===== src/design/rle_pkg.sv =====
// package: shared constants and types for the rgb led effect generator
`default_nettype none
package rle_pkg;

  localparam int LED_COUNT_DEF = 8;
  localparam int STAMP_W = 32;
  localparam int PERIOD_W = 16;
  localparam int MODE_W = 3;
  localparam int PHASE_W = 8;
  localparam int COLOR_W = 8;
  localparam int PIX_W = 3;
  localparam int CFG_IDX_W = 1;
  localparam int CFG_DATA_W = 16;

  localparam logic [MODE_W-1:0] MODE_OFF     = 3'd0;
  localparam logic [MODE_W-1:0] MODE_STATIC  = 3'd1;
  localparam logic [MODE_W-1:0] MODE_FLOWING = 3'd2;
  localparam logic [MODE_W-1:0] MODE_RUNNING = 3'd3;
  localparam logic [MODE_W-1:0] MODE_BREATHE = 3'd4;

  localparam logic [CFG_IDX_W-1:0] REG_MODE   = 1'b0;
  localparam logic [CFG_IDX_W-1:0] REG_PERIOD = 1'b1;

  localparam logic [PERIOD_W-1:0] PERIOD_RESET = 16'd20;

  localparam logic [PHASE_W-1:0] STEP_FLOWING = 8'd3;
  localparam logic [PHASE_W-1:0] STEP_RUNNING = 8'd1;
  localparam logic [PHASE_W-1:0] STEP_BREATHE = 8'd2;

  localparam logic [COLOR_W-1:0] STATIC_R = 8'd80;
  localparam logic [COLOR_W-1:0] STATIC_G = 8'd16;
  localparam logic [COLOR_W-1:0] STATIC_B = 8'd160;
  localparam logic [COLOR_W-1:0] AMBER_R  = 8'd255;
  localparam logic [COLOR_W-1:0] AMBER_G  = 8'd60;
  localparam logic [COLOR_W-1:0] AMBER_B  = 8'd0;
  localparam logic [COLOR_W-1:0] FULL     = 8'd255;
  localparam logic [COLOR_W-1:0] BREATHE_TOP = 8'd127;

  typedef struct packed {
    logic [MODE_W-1:0]  mode;
    logic [PHASE_W-1:0] phase;
  } rle_frame_t;

  typedef struct packed {
    logic [COLOR_W-1:0] red;
    logic [COLOR_W-1:0] green;
    logic [COLOR_W-1:0] blue;
  } rle_color_t;

endpackage
`default_nettype wire


===== src/design/rle_if.sv =====
// interfaces: timestamp input channel and pixel result channel
`default_nettype none
interface rle_in_if import rle_pkg::*; ();
  logic               valid;
  logic               ready;
  logic [STAMP_W-1:0] now_ms;

  modport source (output valid, output now_ms, input ready);
  modport sink   (input valid, input now_ms, output ready);
endinterface

interface rle_out_if import rle_pkg::*; ();
  logic               valid;
  logic               ready;
  logic [PIX_W-1:0]   pixel_index;
  logic [COLOR_W-1:0] red;
  logic [COLOR_W-1:0] green;
  logic [COLOR_W-1:0] blue;
  logic               frame_end;

  modport source (output valid, output pixel_index, output red, output green,
                  output blue, output frame_end, input ready);
  modport sink   (input valid, input pixel_index, input red, input green,
                  input blue, input frame_end, output ready);
endinterface
`default_nettype wire


===== src/design/rgb_led_effect_generator.sv =====
// top level: frame timing, led sequencing and the result register
// flow: a due timestamp waits in the input register and each pixel leaves
//   through the result register, one pixel per cycle from the led counter while
//   the result channel is not stalled; a timestamp that is not due is dropped
// reset: synchronous active low; mode off, period 20 ms, stamp and phase 0
`default_nettype none
module rgb_led_effect_generator import rle_pkg::*; #(
  parameter int LED_COUNT = LED_COUNT_DEF
) (
  input  wire logic                  clk,
  input  wire logic                  rst_n,
  rle_in_if.sink                     in_ch,
  rle_out_if.source                  out_ch,
  input  wire logic                  cfg_we,
  input  wire logic [CFG_IDX_W-1:0]  cfg_index,
  input  wire logic [CFG_DATA_W-1:0] cfg_wdata
);

  localparam int IDX_W = (LED_COUNT > 1) ? $clog2(LED_COUNT) : 1;
  localparam logic [IDX_W-1:0] IDX_LAST = IDX_W'(LED_COUNT - 1);

  // configuration registers
  logic [MODE_W-1:0]   mode_r;
  logic [PERIOD_W-1:0] period_r;

  // effect state
  logic [STAMP_W-1:0]  stamp_r;
  logic [PHASE_W-1:0]  phase_r;

  // input register: one timestamp waiting to be judged and rendered
  logic                job_v_r;
  logic [STAMP_W-1:0]  job_now_r;
  logic [IDX_W-1:0]    idx_r;

  // result register
  logic                out_v_r;
  logic [PIX_W-1:0]    out_idx_r;
  rle_color_t          out_color_r;
  logic                out_end_r;

  logic [STAMP_W-1:0]  elapsed;
  logic                due;
  logic                out_free;
  logic                emit;
  logic                last;
  logic                job_done;
  logic [PHASE_W-1:0]  step;
  rle_frame_t          frame;
  rle_color_t          pix_color;
  logic [PIX_W-1:0]    pix_idx;

  // frame is due once the wrapped elapsed time reaches the period; stamp and
  // phase only change on the last pixel, so this stays steady over a frame
  assign elapsed  = job_now_r - stamp_r;
  assign due      = elapsed >= STAMP_W'(period_r);
  assign out_free = !out_v_r || out_ch.ready;
  assign emit     = job_v_r && due && out_free;
  assign last     = (idx_r == IDX_LAST);
  // a stale timestamp is dropped without waiting on the result channel; a due one leaves on its last beat
  assign job_done = job_v_r && (!due || (emit && last));

  // the next timestamp can enter while the current one retires
  assign in_ch.ready = !job_v_r || job_done;

  assign frame.mode  = mode_r;
  assign frame.phase = phase_r;

  always_comb begin
    case (mode_r)
      MODE_FLOWING: step = STEP_FLOWING;
      MODE_RUNNING: step = STEP_RUNNING;
      MODE_BREATHE: step = STEP_BREATHE;
      default:      step = '0;
    endcase
  end

  // pixel index wraps to its low bits on long strips
  always_comb begin
    pix_idx = '0;
    pix_idx[IDX_W > PIX_W ? PIX_W-1 : IDX_W-1:0] =
      idx_r[IDX_W > PIX_W ? PIX_W-1 : IDX_W-1:0];
  end

  rle_pixel_gen #(
    .LED_COUNT (LED_COUNT)
  ) u_pixel (
    .frame (frame),
    .idx   (idx_r),
    .color (pix_color)
  );

  // control state
  always_ff @(posedge clk) begin
    if (!rst_n) begin
      mode_r   <= MODE_OFF;
      period_r <= PERIOD_RESET;
      stamp_r  <= '0;
      phase_r  <= '0;
      job_v_r  <= 1'b0;
      idx_r    <= '0;
      out_v_r  <= 1'b0;
    end else begin
      if (cfg_we) begin
        unique case (cfg_index)
          REG_MODE:   mode_r   <= cfg_wdata[MODE_W-1:0];
          REG_PERIOD: period_r <= cfg_wdata[PERIOD_W-1:0];
          default: ;
        endcase
      end

      // end of frame: remember the stamp and advance the animation
      if (emit && last) begin
        stamp_r <= job_now_r;
        phase_r <= phase_r + step;
      end

      if (emit) begin
        idx_r <= last ? '0 : idx_r + 1'b1;
      end

      if (in_ch.valid && in_ch.ready) begin
        job_v_r <= 1'b1;
      end else if (job_done) begin
        job_v_r <= 1'b0;
      end

      if (emit) begin
        out_v_r <= 1'b1;
      end else if (out_ch.ready) begin
        out_v_r <= 1'b0;
      end
    end
  end

  // payload registers
  always_ff @(posedge clk) begin
    if (in_ch.valid && in_ch.ready) begin
      job_now_r <= in_ch.now_ms;
    end
    if (emit) begin
      out_idx_r   <= pix_idx;
      out_color_r <= pix_color;
      out_end_r   <= last;
    end
  end

  assign out_ch.valid       = out_v_r;
  assign out_ch.pixel_index = out_idx_r;
  assign out_ch.red         = out_color_r.red;
  assign out_ch.green       = out_color_r.green;
  assign out_ch.blue        = out_color_r.blue;
  assign out_ch.frame_end   = out_end_r;

endmodule
`default_nettype wire


===== src/design/rle_pixel_gen.sv =====
// pixel color logic: color of one led from mode, phase and led index
`default_nettype none
module rle_pixel_gen import rle_pkg::*; #(
  parameter int LED_COUNT = LED_COUNT_DEF,
  localparam int IDX_W = (LED_COUNT > 1) ? $clog2(LED_COUNT) : 1
) (
  input  rle_frame_t       frame,
  input  logic [IDX_W-1:0] idx,
  output rle_color_t       color
);

  // running dot position is (phase >> 3) mod LED_COUNT; the shifted value
  // is below 32, so match it against every alias idx + k * LED_COUNT
  localparam int SEL_W = PHASE_W - 3;
  localparam int NSEL = 1 << SEL_W;
  localparam int CMP_W = 12;

  logic [SEL_W-1:0]   dot_sel;
  logic               dot_hit;
  logic [COLOR_W-1:0] flow_q;
  logic [5:0]         tri_t;
  logic [COLOR_W-1:0] tri_w;
  logic [2:0]         idx_lo;

  assign dot_sel = frame.phase[PHASE_W-1:3];

  always_comb begin
    dot_hit = 1'b0;
    for (int k = 0; k < NSEL; k++) begin
      if (CMP_W'(idx) + CMP_W'(k * LED_COUNT) == CMP_W'(dot_sel)) begin
        dot_hit = 1'b1;
      end
    end
  end

  // flowing: phase plus 32 per led, wraps at 256
  always_comb begin
    idx_lo = '0;
    idx_lo[IDX_W > 3 ? 2 : IDX_W-1:0] = idx[IDX_W > 3 ? 2 : IDX_W-1:0];
  end
  assign flow_q = frame.phase + {idx_lo, 5'b0};

  // breathe: triangle wave over bit 6 of the phase
  assign tri_t = frame.phase[5:0];
  assign tri_w = frame.phase[6] ? (BREATHE_TOP - {1'b0, tri_t, 1'b0})
                                : {1'b0, tri_t, 1'b0};

  always_comb begin
    color = '0;
    unique case (frame.mode)
      MODE_STATIC: begin
        color.red   = STATIC_R;
        color.green = STATIC_G;
        color.blue  = STATIC_B;
      end
      MODE_FLOWING: begin
        color.red   = flow_q;
        color.green = FULL - flow_q;
        color.blue  = {1'b0, flow_q[COLOR_W-1:1]};
      end
      MODE_RUNNING: begin
        if (dot_hit) begin
          color.red   = AMBER_R;
          color.green = AMBER_G;
          color.blue  = AMBER_B;
        end
      end
      MODE_BREATHE: begin
        color.red   = tri_w;
        color.green = tri_w;
        color.blue  = FULL;
      end
      default: color = '0;
    endcase
  end

endmodule
`default_nettype wire


===== src/flat_wrapper.sv =====
// flat-port wrapper written by rule: the top's interface ports become plain ports
module rgb_led_effect_generator_flat import rle_pkg::*;
#(
  parameter int LED_COUNT = LED_COUNT_DEF
)
  (clk, rst_n, cfg_we, cfg_index, cfg_wdata, in_ch_valid, in_ch_now_ms, in_ch_ready, out_ch_valid, out_ch_pixel_index, out_ch_red, out_ch_green, out_ch_blue, out_ch_frame_end, out_ch_ready);
  rle_in_if in_ch_i ();
  rle_out_if out_ch_i ();
  input  wire logic clk;
  input  wire logic rst_n;
  input  wire logic cfg_we;
  input  wire logic [CFG_IDX_W-1:0] cfg_index;
  input  wire logic [CFG_DATA_W-1:0] cfg_wdata;
  input wire logic [$bits(in_ch_i.valid)-1:0] in_ch_valid;
  input wire logic [$bits(in_ch_i.now_ms)-1:0] in_ch_now_ms;
  output wire logic [$bits(in_ch_i.ready)-1:0] in_ch_ready;
  output wire logic [$bits(out_ch_i.valid)-1:0] out_ch_valid;
  output wire logic [$bits(out_ch_i.pixel_index)-1:0] out_ch_pixel_index;
  output wire logic [$bits(out_ch_i.red)-1:0] out_ch_red;
  output wire logic [$bits(out_ch_i.green)-1:0] out_ch_green;
  output wire logic [$bits(out_ch_i.blue)-1:0] out_ch_blue;
  output wire logic [$bits(out_ch_i.frame_end)-1:0] out_ch_frame_end;
  input wire logic [$bits(out_ch_i.ready)-1:0] out_ch_ready;
  assign in_ch_i.valid = in_ch_valid;
  assign in_ch_i.now_ms = in_ch_now_ms;
  assign in_ch_ready = in_ch_i.ready;
  assign out_ch_valid = out_ch_i.valid;
  assign out_ch_pixel_index = out_ch_i.pixel_index;
  assign out_ch_red = out_ch_i.red;
  assign out_ch_green = out_ch_i.green;
  assign out_ch_blue = out_ch_i.blue;
  assign out_ch_frame_end = out_ch_i.frame_end;
  assign out_ch_i.ready = out_ch_ready;
  rgb_led_effect_generator #(.LED_COUNT(LED_COUNT)) u_core (.clk(clk), .rst_n(rst_n), .in_ch(in_ch_i), .out_ch(out_ch_i), .cfg_we(cfg_we), .cfg_index(cfg_index), .cfg_wdata(cfg_wdata));
endmodule

===== config.mk =====
export PLATFORM = sky130hd
export DESIGN_NAME = rgb_led_effect_generator_flat
export DESIGN_NICKNAME = d
export VERILOG_FILES = /design/src/design/rle_pkg.sv /design/src/design/rle_if.sv /design/src/design/rgb_led_effect_generator.sv /design/src/design/rle_pixel_gen.sv /design/src/flat_wrapper.sv
export SDC_FILE = /design/constraint.sdc
export NUM_CORES = 1
export LEC_CHECK = 0
export CORE_AREA = 2 2 120 122
export DETAILED_ROUTE_END_ITERATION = 8
export DIE_AREA = 0 0 122 124
export DONT_BUFFER_PORTS = 1
export PLACE_DENSITY = 0.73
export SYNTH_ARGS = -nofsm -noshare
export SYNTH_HDL_FRONTEND = slang
export SYNTH_HIERARCHICAL = 1
export SYNTH_SLANG_ARGS = --single-unit

===== constraint.sdc =====
create_clock -name clk -period 10.9 [get_ports clk]
set_input_delay 1.635 -clock clk [delete_from_list [all_inputs] [get_ports clk]]
set_output_delay 1.635 -clock clk [all_outputs]
set_load 0.1 [all_outputs]

# Yosys cells after proc, flatten, opt, wreduce, memory -nomap -nowiden
# Cells that the tools add are included.
# word_totals
reg_bits	124
latch_bits	0
ramBits	0
romBits	0
in_bits	54
output_inout_bits	30
elab_cells	145
mem_count	0
# classes
add_sub_neg	37
mul	0
n_div	0
magnitude_cmp	1
eq_ne	37
n_shift	0
n_mux	41
bitwise	1
reduce_logical	15
# ops
operator	n
3-bit by 8-bit adder with 9-bit output (second input constant)	16
9-bit by 5-bit == test with 1-bit output	16
24-bit case mux with 4 select lines	1
3-bit by 7-bit adder with 8-bit output (second input constant)	8
8-bit by 5-bit == test with 1-bit output	8
1-bit two-way mux	36
32-bit by 16-bit greater-or-equal comparator with 1-bit output	1
32-bit subtractor	1
3-bit by 6-bit adder with 7-bit output (second input constant)	4
7-bit by 5-bit == test with 1-bit output	4
24-bit two-way mux	1
3-bit by 5-bit adder with 6-bit output (second input constant)	2
6-bit by 5-bit == test with 1-bit output	2
8-bit by 2-bit adder with 8-bit output	1
8-bit adder	1
8-bit two-way mux	1
7-bit by 7-bit subtractor with 8-bit output (first input constant)	1
8-bit subtractor (first input constant)	1
3-bit by 2-bit == test with 1-bit output (second input constant)	2
3-bit == test (second input constant)	2
2-bit case mux with 3 select lines	1
3-bit by 4-bit adder with 5-bit output (second input constant)	1
3-bit by 5-bit == test with 1-bit output	1
5-bit == test	1
other kinds (9)	19

# Logic depth before layout (Yosys ltp)
# Gate-level depths: netlist (run 1).
# depth
depth_word	35
depth_mapped	22

# By module
# Netlist (run 1), hierarchy kept.
# modules_own_cells
mod	n_inst	cells_each	area_per_inst_um2	seq_area_each_um2
rgb_led_effect_generator	1	727	6702.7	3083.0
rle_pixel_gen	1	80	506.7	0.0

# Worst setup path after synthesis (run 1)
# OpenSTA, ideal clock, no wires.
# synth_path
path_kind	register to output
from	reg u_core.job_now_r[0]
to	out in_ch_ready
arrival_time_ns	4.603
t_required_ns	9.265
path_slack_ns	4.662
stages_incl_launch_ff	21
cell_sequence	edfxtp_1 inv_1 ha_1 fa_1 nand2b_1 a21oi_1 nor2b_1 o31a_1 o21ai_0 xor2_1 ha_1 o21ai_0 nor2_1 or3_1 nor4_1 nand3_1 nor4_1 nand4_2 o31a_1 buf_2 nand2_1
# synth_between
elab_chain_cells	8
elab_cells_between_ends	9
cone_classes	add/sub (1); order compare (1); reduce/logical (7)
# synth_lines
item	line_no	text
start, declared	rgb_led_effect_generator.sv:32	logic [STAMP_W-1:0] job_now_r;
start signal, assigned	rgb_led_effect_generator.sv:138	job_now_r <= in_ch.now_ms;
32-bit subtractor (*)	rgb_led_effect_generator.sv:54	assign elapsed = job_now_r - stamp_r;
32-bit by 16-bit greater-or-equal comparator with 1-bit output (*)	rgb_led_effect_generator.sv:55	assign due = elapsed >= STAMP_W'(period_r);
1-bit logical AND (2 in a row)	rgb_led_effect_generator.sv:57	assign emit = job_v_r && due && out_free;
1-bit logical AND	rgb_led_effect_generator.sv:60	assign job_done = job_v_r && (!due || (emit && last));
1-bit logical OR (*)	rgb_led_effect_generator.sv:60	
1-bit logical AND (*)	rgb_led_effect_generator.sv:60	
1-bit logical OR (*)	rgb_led_effect_generator.sv:63	assign in_ch.ready = !job_v_r || job_done;
end, declared	flat_wrapper.sv:16	output wire logic [$bits(in_ch_i.ready)-1:0] in_ch_ready;
# Every way passes the cells marked *; elsewhere a longest branch is shown, timed or not.

# Worst setup path in the final report (run 1)
# Same ends and word-level chain as after synthesis.

==> metrics.cfg, run 1 <==
[min_path]
hold_path_class=register to register
whs_path_depth=2

[logic_synthesis]
seq_area_frac_synth=0.428
synth-xor-area-share=0.0456
syn_area_um2=7210
post-synth-top-count-cell=a21oi_1
synth_top_family_by_area=compound AO/OA/AOI/OAI gates
synth-seq-cells=124
synth_mux_area_frac=0.00833
synth_area_leaders=edfxtp_1 (25%), dfxtp_1 (18%), ha_1 (9.0%), a21oi_1 (7.2%), nand2_1 (3.9%)
avgSynthCellArea_um2=8.93
ys.flop_type=dfxtp_1
synthAdderAreaFrac=0.0986
synth_compound_area_frac=0.198
synth-simple-area-share=0.162
yosysWarnings=6
synth_common_cells=a21oi_1 (103), nand2_1 (75), dfxtp_1 (64)
synth_enable_flop_cells=60
synth_top_area_frac=0.250
synthesis.nets=916
synth_cell_types=60
synthArstFlopShare=0
netlist_instances=807
yosysTopAreaCell=edfxtp_1

[clock_network]
cts_root_buf=clkbuf_16
cts_setup_buffers=0
postCtsResizedCells=0
insertion_delay_ns=0.41
tritoncts=built
ctsLongestPathBuffers=2
cts_buffers=17
cts_hold_buf=0
clkSlewWorstSetupHoldPaths_ns=0.05
cts_sinks=124
htree_levels=4

[worst_setup_path]
cp-end-kind=primary output
cp-start-kind=register
crit_required_ns=9.27
r2r_cells=20
cp_max_fo=39
critical_path_class=register to primary output
arrival_ns=5.68

[final_layout]
diodes=0
drive_gt1_frac=0.0538
nNetsFinal=896
area_delta_synth_final_pct=8.89

[pwr]
p_leak_nw=2.81
power_density_nw_per_um2=156
ir_drop_v=0.000106
power.total_mw=1.23

[routing]
drc=0
wl_per_cell_um=16.2
drt-initial-drc-count=425
first_pass_iters=5
num_vias=5802
drt_wl_total_um=15900
antenna_left=0
via_per_inst=5.92

[die]
die_h_um=124
die_w_um=122
dieArea_um2=15100
core-area_um2=13700
ios=84
rows=43
start_util=0.525

[placement]
io_buffers=0
hpwl_um=11600
gp_congestion=0.897

[grt]
grt_usage=0.219
grt_max_degree=56
grt_pass1_wl_um=26100
grt_overflow=0
antenna_found_initial=0
first_global_vias=5504

[timing]
maxSlewViolCount=0
max_slew_margin=0.163
min_period_ns=7.32
rsz0062_at_grt=false
skew_ns=0.0104
worst_pin_slew_ns=1.25
fmax_mhz=137
fin_tns_setup_ns=0
hold_viol=0
fin_crit_sh=0.671
setup_violations=0

[outcome]
outcome=complete, no violations

[job]
drv_cap=0

[cells in the final DEF, fill, tap and decap left out, types with 17 or more instances in the layout]
cell type / synthesis / layout
nand4_1: 18 / 18
o21ai_0: 21 / 21
ha_1: 52 / 52
a21oi_1: 103 / 102
o21ai_1: 42 / 42
nand2_1: 75 / 75
nor2_1: 42 / 41
nand3_1: 44 / 44
edfxtp_1: 60 / 60
inv_1: 63 / 63
dfxtp_1: 64 / 64
clkbuf_16: 0 / 17
xnor2_1: 17 / 17
xor2_1: 18 / 18
[kinds of logic after synthesis]
| group | count (synthesis) |
|---|---|
| flip-flops | 124 |
| adder cells (fa/ha/maj) | 55 |
| XOR/XNOR | 36 |
| AO/OA/AOI/OAI | 241 |
| buffers and inverters | 108 |
| AND/OR/NAND/NOR | 237 |
| multiplexers | 6 |
[area by class of cell]
class / instances / area, µm²
fill: 1196 / 5870
timing repair buffer: 5 / 37.5
inverter: 64 / 240
multi-input combinational: 575 / 3710
tap: 180 / 225
clock buffer: 25 / 485
sequential: 124 / 3080
clock inverter: 7 / 65.1
[final timing paths]
check        slack (ns)                       startpoint                         endpoint
min                0.45  u_core/period_r[9]$_SDFFE_PN0P_  u_core/period_r[9]$_SDFFE_PN0P_
max                3.58    u_core/job_now_r[0]$_DFFE_PP_                      in_ch_ready
max reg2reg        5.12    u_core/job_now_r[0]$_DFFE_PP_    u_core/job_now_r[8]$_DFFE_PP_
min reg2reg        0.45  u_core/period_r[9]$_SDFFE_PN0P_  u_core/period_r[9]$_SDFFE_PN0P_
[stage by stage]
| step | area (µm²) | utilization | hold WS, ns | worst slack [ns] | cells |
|---|---|---|---|---|---|
| 6_report | 7850 | 0.572 | 0.455 | 3.58 | 980 |
| 5_1_grt | 7850 | 0.572 | 0.482 | 3.16 | 980 |
| 4_1_cts | 7850 | 0.572 | 0.457 | 3.64 | 980 |
| 3_5_place_dp | 7300 | 0.532 | 0.449 | 4.10 | 948 |
| 3_3_place_gp | 7300 | 0.532 | 0.444 | 4.22 | 948 |
| 2_1_floorplan | 7210 | - | 0.436 | 4.66 | 807 |
[report_power, final]
part	switching [mW]	leakage, nW	internal (mW)
Clock	0.192	0.269	0.330
Combinational	0.0845	1.45	0.0471
Sequential	0.0617	1.09	0.511
Total	0.338	2.81	0.888
[routing by layer]
layer | up-vias | wire, µm | track usage
met5 | - | 0 | 0
met4 | 0 | 333 | 0.0948
met3 | 25 | 575 | 0.0481
met2 | 166 | 7580 | 0.361
met1 | 2742 | 7370 | 0.277
li1 | 2869 | - | -
[sequential cells by signal (all words and copies together), names as in the netlist, 3 cells and up]
name	cells
u_core/idx_r	3
u_core/out_ch.blue	8
u_core/phase_r	8
u_core/mode_r	3
u_core/period_r	16
u_core/out_ch.green	8
u_core/out_ch.pixel_index	3
u_core/job_now_r	32
u_core/stamp_r	32
u_core/out_ch.red	8
[critical path, cell delays in order, from the launching register on]
cell	delay, ns
edfxtp_1	0.35
inv_1	0.05
ha_1	0.20
fa_1	0.40
nand2b_1	0.18
a21oi_1	0.17
nor2b_1	0.12
o31a_1	0.30
o21ai_0	0.31
xor2_1	0.20
ha_1	0.27
o21ai_0	0.15
nor2_1	0.05
or3_1	0.30
nor4_1	0.31
nand3_1	0.12
nor4_1	0.25
nand4_2	0.19
o31a_1	0.33
buf_4	0.26
nand2_1	0.74
(Power assumes the default switching activity.)
==> run 2: changes to the inputs <==
Clock period 10.9 ns to 7.4 ns, I/O delays scaled along.
==> run 2 against run 1 <==
  * Cell count up 0.10%
  * First-iteration DRC count fell by 10%
  * Die area did not move
  * Sequential share of layout area is 0.11 points higher
  * Setup slack lost 2.8 ns
  * Non-clock buffer count grew 1
  * Worst hold slack better by 0.0074 ns
  * Flip-flop and latch count is the same
  * Total power increased by 45%
  * Critical path depth grew 1
  * Largest power group unchanged
==> metrics.cfg, run 2 (synthesis gave the netlist of run 1 again) <==
[outcome]
outcome=complete, no violations  ; unchanged

[worst_setup_path]
crit_path_top_delay_cell=o31a_1  ; was nand2_1
slowest_delay_ns=0.47  ; was 0.74 ns
cp-start-kind=register  ; unchanged
critical_path_class=register to primary output  ; unchanged
cp-end-kind=primary output  ; unchanged
arrival_ns=5.51  ; was 5.68 ns
path_cells=inv_1 > ha_1 > fa_1 > nand2b_1 > a21oi_1 > nor2b_1 > o31a_1 > o21ai_0 > xor2_1 > ha_1 > o21ai_0 > nor2_1 > or3_1 > nor4_1 > nand3_1 > nor4_1 > nand4_2 > o31a_1 > buf_4 > nand2_1 > buf_4  ; was inv_1 > ha_1 > fa_1 > nand2b_1 > a21oi_1 > nor2b_1 > o31a_1 > o21ai_0 > xor2_1 > ha_1 > o21ai_0 > nor2_1 > or3_1 > nor4_1 > nand3_1 > nor4_1 > nand4_2 > o31a_1 > buf_4 > nand2_1
cp_max_fo=30  ; was 39
crit_required_ns=6.29  ; was 9.27 ns

[final_layout]
final_common_cell=a21oi_1  ; unchanged
multi_input_area_um2=3710  ; unchanged
top_regs=u_core/job_now_r x32, u_core/stamp_r x32, u_core/period_r x16  ; unchanged
area_delta_synth_final_pct=8.57  ; was 8.89%
finish.utilization=0.571  ; was 0.572
nNetsFinal=897  ; was 896
final_cell_area_um2=7830  ; was 7850 µm²
num-fill-cells=1195  ; was 1196
drive_gt1_frac=0.0524  ; was 0.0538
diodes=0  ; unchanged
layout_common_cells=a21oi_1 (102), nand2_1 (75), dfxtp_1 (64)  ; unchanged
seq_area_um2=3080  ; unchanged

[clock_network]
insertion_delay_ns=0.42  ; was 0.41 ns
cts_sinks=124  ; unchanged
cts_buffers=17  ; unchanged
postCtsResizedCells=0  ; unchanged
cts_hold_buf=0  ; unchanged
cts_setup_buffers=0  ; unchanged
tritoncts=built  ; unchanged
cts_root_buf=clkbuf_16  ; unchanged
clkSlewWorstSetupHoldPaths_ns=0.06  ; was 0.05 ns
htree_levels=4  ; unchanged
ctsLongestPathBuffers=2  ; unchanged

[routing]
drc=0  ; unchanged
antenna_left=0  ; unchanged
drt_wl_total_um=16100  ; was 15900 µm
drt-initial-drc-count=381  ; was 425
num_vias=5772  ; was 5802
first_pass_iters=5  ; unchanged
via_per_inst=5.88  ; was 5.92
wl_per_cell_um=16.4  ; was 16.2 µm

[grt]
grt_usage=0.223  ; was 0.219
antenna_found_initial=0  ; unchanged
grt_overflow=0  ; unchanged
grt_pass1_wl_um=26300  ; was 26100 µm
grt_max_degree=62  ; was 56
first_global_vias=5518  ; was 5504

[timing]
worst_pin_slew_ns=1.28  ; was 1.25 ns
rsz0062_at_grt=false  ; unchanged
whs_ns=0.462  ; was 0.455 ns
fmax_mhz=151
min_period_ns=6.62
max_slew_margin=0.149  ; was 0.163
maxSlewViolCount=0  ; unchanged
setup_violations=0  ; unchanged
hold_viol=0  ; unchanged
fin_tns_setup_ns=0  ; unchanged
fin_crit_sh=0.894
skew_ns=0.00657  ; was 0.0104 ns

[placement]
io_buffers=0  ; unchanged
dpl-instance-area_um2=7310  ; was 7300 µm²
hpwl_um=11700  ; was 11600 µm
gp_congestion=0.913  ; was 0.897

[pwr]
power_density_nw_per_um2=227  ; was 156 nW/µm²
p_leak_nw=2.79  ; was 2.81 nW
ir_drop_v=0.000130  ; was 0.000106 V

[die]
ios=84  ; unchanged
rows=43  ; unchanged
core-area_um2=13700  ; unchanged
dieArea_um2=15100  ; unchanged
die_w_um=122  ; unchanged
die_h_um=124  ; unchanged
start_util=0.525  ; unchanged

[job]
drv_cap=0  ; unchanged

[min_path]
hold_path_class=register to register  ; unchanged

-- run 2: cell types whose count changed in the layout (fill, tap and decap cells not counted), sizes merged --
cell      change
clkinv        +2
clkbuf        -3
buf           +1
clkinvlp      +1
-- run 2: power breakdown --
group | internal [mW] | total, mW | switching (mW)
clock network | 0.454 | 0.735 | 0.282
registers | 0.753 | 0.844 | 0.0913
logic | 0.0701 | 0.194 | 0.124
total | 1.28 | 1.77 | 0.497
-- run 2: layer usage --
| metal | GRT usage | vias to the layer above | wire [µm] |
|---|---|---|---|
| met5 | 0 | - | 0 |
| met4 | 0.0977 | 0 | 318 |
| li1 | - | 2873 | - |
| met1 | 0.269 | 2711 | 7320 |
| met2 | 0.380 | 161 | 7770 |
| met3 | 0.0540 | 27 | 642 |
-- run 2: worst max-delay path: cells and delay by family, from the launching register on --
| kind | cells | cell delay [ns] |
|---|---|---|
| xor gates and xnor gates | 1 | 0.18 |
| buffers and inverters | 3 | 0.64 |
| AOI/OAI and AO/OA | 5 | 1.42 |
| DFF | 1 | 0.34 |
| and+or+nand+nor | 9 | 1.62 |
| adders and majority gates | 3 | 0.87 |
-- run 2: final timing paths --
kind	cells after the start	to	from	slack, ns
setup / recovery	21	in_ch_ready	u_core/job_now_r[0]$_DFFE_PP_	0.78
hold / removal	2	u_core/period_r[10]$_SDFFE_PN0P_	u_core/period_r[10]$_SDFFE_PN0P_	0.46
setup reg to reg	20	u_core/job_now_r[10]$_DFFE_PP_	u_core/job_now_r[0]$_DFFE_PP_	1.46
hold reg to reg	2	u_core/period_r[10]$_SDFFE_PN0P_	u_core/period_r[10]$_SDFFE_PN0P_	0.46
-- run 2: cell type report --
type / count / share of cell area
Timing Repair Buffer: 6 / 0.00575
Inverter: 64 / 0.0307
Multi-Input combinational cell: 575 / 0.474
Clock buffer: 22 / 0.0567
Tap cell: 180 / 0.0288
Clock inverter: 10 / 0.00975
Sequential cell: 124 / 0.394
-- run 2: per-stage QoR --
| stage | std cells | power [mW] | setup slack (ns) |
|---|---|---|---|
| 2_1_floorplan | 807 | 1.00 | 1.26 |
| 3_3_place_gp | 949 | 1.04 | 1.37 |
| 3_5_place_dp | 949 | 1.05 | 1.31 |
| 4_1_cts | 981 | 1.79 | 0.812 |
| 5_1_grt | 981 | 1.84 | 0.421 |
| 6_report | 981 | 1.77 | 0.784 |
